$ cat config.mk
export PLATFORM = sky130hd
export DESIGN_NAME = ppba_ram
export DESIGN_NICKNAME = d
export VERILOG_FILES = /design/src/hw/rtl/ppba_ram.sv
export SDC_FILE = /design/constraint.sdc
export NUM_CORES = 1
export LEC_CHECK = 0
export BUFFER_PORTS_ARGS = -buffer_cell sky130_fd_sc_hd__buf_2
export CAP_MARGIN = 20
export CORE_ASPECT_RATIO = 0.8
export CORE_UTILIZATION = 45
export DETAILED_ROUTE_END_ITERATION = 10
export PLACE_DENSITY_LB_ADDON = 0.12
export SETUP_SLACK_MARGIN = 0.4
export SYNTH_ARGS = -nofsm -noshare
export SYNTH_HDL_FRONTEND = slang
export SYNTH_SLANG_ARGS = --single-unit
$ cat constraint.sdc
create_clock -name clk -period 1.8 [get_ports clk]
set_input_delay 0.18 -clock clk [delete_from_list [all_inputs] [get_ports clk]]
set_output_delay 0.18 -clock clk [all_outputs]
set_load 0.005 [all_outputs]
$ cat src/hw/rtl/ppba_ram.sv
// Generic single-write, single-read RAM with registered read data.
// No dependencies.
module ppba_ram #(
	parameter int WIDTH = 8,
	parameter int DEPTH = 64,
	parameter int AW    = (DEPTH > 1) ? $clog2(DEPTH) : 1
) (
	input  logic             clk,
	input  logic             we,
	input  logic [AW-1:0]    waddr,
	input  logic [WIDTH-1:0] wdata,
	input  logic [AW-1:0]    raddr,
	output logic [WIDTH-1:0] rdata
);

	logic [WIDTH-1:0] mem_q [DEPTH];
	logic [WIDTH-1:0] rd_q;

	always_ff @(posedge clk) begin
		if (we) begin
			mem_q[waddr] <= wdata;
		end
		rd_q <= mem_q[raddr];
	end

	assign rdata = rd_q;

endmodule

======== Word level (Yosys, flattened, before mapping) ========
Memories as Yosys holds them, arrays and structs flattened. A register that Yosys moved wholly into a read port is not among the register bits.
Index checks and enable logic that the tools add are counted.
storage, ports and cells
  register bits ........................... 0
  memory bits (writable) .................. 512
  input port bits ......................... 22
  output and inout port bits .............. 8
  memories ................................ 1
cells by class
  mux-type cells .......................... 2
memory list
  name   words  bits a word  rd ports  clocked after memory_dff  wr ports  RTL line  source
  mem_q  64     8            1         1                         1         16        logic [WIDTH-1:0] mem_q [DEPTH];
operators with widths
  kind               count
  1-bit two-way mux  2

======== Logic depth before layout (Yosys ltp) ========
  word-level depth ........................ 2
  depth in mapped cells ................... 9
  gate-level depth less buffers ........... 5

======== Worst setup path before layout ========
Ideal clock, no wire load.
  path type ............................... input-to-reg
  from .................................... input raddr[1]
  to ...................................... register rd_q[3] (netlist: rdata[3]) (read register of mem_q)
  data arrival time ....................... 1.720 ns
  path slack .............................. -0.048 ns
  stages on the path ...................... 7
  buffers on the path ..................... 3
  path through ............................ buf_4 > buf_2 > buf_2 > mux4_2 > mux4_2 > o21ai_1 > o41ai_1
RTL lines
  element      RTL line  source
  from (decl)  12        input logic [AW-1:0] raddr,
  to (decl)    17        logic [WIDTH-1:0] rd_q;

==> results.py <==
metrics = {
    "outcome": {
        "status": "finished with violations",
        "violations": "negative setup slack",
    },
    "layout": {
        "final_area_um2": 24200,
        "layoutNonFillerInstCount": 1735,
        "syn2layout_area_growth_pct": 20.01,
        "drive_above_1_share_pct": 40.18,
        "fin_util_pct": 55.45,
        "diodes": 0,
        "num-fill-cells": 3312,
        "nets": 1124,
    },
    "route": {
        "vias_per_cell": 5.652,
        "drt_iter0_markers": 880,
        "vias": 9807,
        "wire_per_inst_um": 27.14,
        "first_pass_iters": 5,
        "antenna_left": 0,
        "drc": 0,
        "drt-total-wl_um": 47090,
    },
    "setup_path": {
        "end_kind": "register",
        "cp_max_fo": 1,
        "cp.arrival_ns": 2.35,
        "crit_type": "reg2reg",
        "critPathLaunchType": "register",
        "worstPathRequired_ns": 2.29,
    },
    "yosys": {
        "synth_top_area_share_pct": 76.24,
        "synth_top_family_by_area": "multiplexers",
        "synth_cell_types": 40,
        "synth_edf_count": 512,
        "yosys_warnings": 0,
        "ys_top_cells_by_area": "edfxtp_1 (76%), mux4_2 (14%), nor2_1 (1.5%)",
        "muxShareOfSynthArea_pct": 15.94,
        "synth_adder_area_share_pct": 0,
        "ys_ff_latch": 520,
        "ys_async_sr_fraction_pct": 0,
        "synth-seq-area-share_pct": 77.03,
        "synth-main-ff-cell": "edfxtp_1",
        "synthCells": 940,
        "synth_fp_nets": 962,
        "synthXorXnorAreaFrac_pct": 0,
        "yosys.area.top_type": "edfxtp_1",
        "synth_area_um2": 20170,
        "synth_common_cells": "edfxtp_1 (512), mux4_2 (126), nor2_1 (83)",
        "yosys.area_share.simple_pct": 3.388,
        "yosysMostFrequentCell": "edfxtp_1",
        "synth-compound-area-share_pct": 2.072,
        "syn_area_per_cell_um2": 21.45,
    },
    "timing": {
        "max_freq_mhz": 536.3,
        "setup_ws_ns": -0.06459,
        "min_period_ns": 1.865,
        "finalSetupViolations": 5,
        "drv_slew": 0,
        "rsz0062_at_grt": "yes",
        "hold_viol": 0,
        "holdWs_ns": 0.09736,
        "period_share_pct": 103.6,
        "worst_slew_pin_slew_ns": 0.7478,
        "fin_worst_skew_ns": 0.02090,
        "slew_headroom_pct": 50.15,
    },
    "clock_tree": {
        "post-cts-setup-buffer-count": 0,
        "clk_pin_slew_ns": 0.06,
        "clockBufferDepth": 3,
        "root_buffer": "clkbuf_16",
        "worstSkewPairLatency_ns": 0.60,
        "cts_htree_levels": 2,
        "clock_sinks": 520,
        "cts_tree": "yes",
        "hold_buffers": 0,
        "cts_made_buffers": 50,
    },
    "placement": {
        "pre_cts_ws_ns": -0.5864,
        "port_buffers": 29,
        "place_inst": 1644,
        "gp_congestion": 0.7785,
        "hpwlAfterDp_um": 30000,
        "placed_area_um2": 22530,
    },
    "global_route": {
        "grt_pass1_vias": 10021,
        "grt_first_pass_wirelength_um": 69420,
        "grt_max_degree": 65,
        "antenna_found_initial": 0,
        "grt_use_total_pct": 21.51,
        "grt_overflow": 0,
    },
    "power_and_ir_drop": {
        "comb_power_share_pct": 6.3,
        "p_leak_nw": 7.646,
        "peakVddDrop_v": 0.0008579,
        "p_int_mw": 19.60,
        "seqPwrFrac_pct": 53.8,
        "p_sw_mw": 5.354,
        "switching_share_pct": 21.45,
        "p_clk_share_pct": 39.9,
        "p_per_area_nw_per_um2": 1031,
    },
    "floorplanning": {
        "die_w_um": 238.7,
        "start_util_pct": 46.20,
        "die_area_um2": 45670,
        "core_um2": 43650,
        "ios": 30,
        "rows": 68,
        "die_h_um": 191.3,
    },
    "run": {
        "drv_cap": 0,
    },
    "worst_hold_path": {
        "hold_path_class": "in2reg",
    },
}
-- area by class of cell --
type / instances / area (µm²) / share of cell area (%)
Clock buffer: 62 / 1296 / 5.356
Clock inverter: 28 / 219.0 / 0.9047
Multi-Input combinational cell: 369 / 4972 / 20.54
Sequential cell: 520 / 15530 / 64.19
Tap cell: 595 / 744.5 / 3.076
Timing Repair Buffer: 161 / 1436 / 5.935
-- path summary, 6_finish.rpt --
path / start / endpoint / slack (ns) / cells past startpoint
setup / recovery: mem_q[29][6] / rdata[6] / -0.06 / 6
hold / removal: wdata[1] / mem_q[58][1] / 0.1 / 2
setup reg to reg: mem_q[29][6] / rdata[6] / -0.06 / 6
hold reg to reg: mem_q[22][2] / rdata[2] / 0.81 / 4
-- routing by layer --
| layer | vias to the layer above | global-route usage (%) | wire, µm |
|---|---|---|---|
| met5 | - | 0 | 0 |
| met1 | 5204 | 32.68 | 21930 |
| met2 | 253 | 31.80 | 21600 |
| met3 | 59 | 4.462 | 2799 |
| li1 | 4291 | - | - |
| met4 | 0 | 5.399 | 757 |
-- cell families after synthesis --
| logic type | Yosys count |
|---|---|
| flip-flops | 520 |
| multiplexers | 162 |
| AND/OR/NAND/NOR | 153 |
| AO/OA/AOI/OAI | 54 |
| buffers and inverters | 51 |
-- sequential cells by signal (all words and copies together), names as in the netlist --
signal  flops
rdata       8
mem_q     512
-- worst max-delay path: stages, from the launching register on --
cell	delay, ns
edfxtp_1	0.37
mux4_2	0.49
mux2_4	0.29
o221a_4	0.28
nor3_4	0.13
buf_6	0.13
o32ai_2	0.07
-- repair_timing --
item / CTS / global route
resized for setup: 20 / 9
endpoints found under the hold margin: 0 / 0
endpoints found under the setup margin: 8 / 8
pin swaps: 7 / 0
gates cloned: 0 / 0
-- placed cells by master, fill, tap and decap left out, drive strengths merged, types with 4 or more instances in the layout --
| cell | instances |
|---|---|
| clkinv | 22 |
| a211oi | 4 |
| o221ai | 8 |
| nor3 | 7 |
| o21ai | 4 |
| mux4 | 126 |
| nor2 | 83 |
| buf | 160 |
| dfxtp | 8 |
| mux2i | 23 |
| nand2 | 19 |
| nor2b | 14 |
| o22ai | 8 |
| clkbuf | 63 |
| nand2b | 7 |
| a221oi | 6 |
| edfxtp | 512 |
| mux2 | 13 |
| nand3 | 13 |
-- metrics by stage --
step	TNS, ns	total power, mW
floorplan	0	14.49
global placement	-3.445	15.22
detailed placement	-3.432	15.23
CTS	-0.1875	25.16
global route	-0.4689	25.71
finish	-0.2099	24.96
-- power by group through the flow --
stage                     logic, mW  clock network (mW)  registers, mW
after global routing           1.68                10.6           13.4
final                          1.57                9.95           13.4
after CTS                      1.57                10.2           13.4
after floorplan               0.809                   0           13.7
after detailed placement       1.54                   0           13.7
after global placement         1.52                   0           13.7
Note: power is estimated with default switching activity, not from simulation.
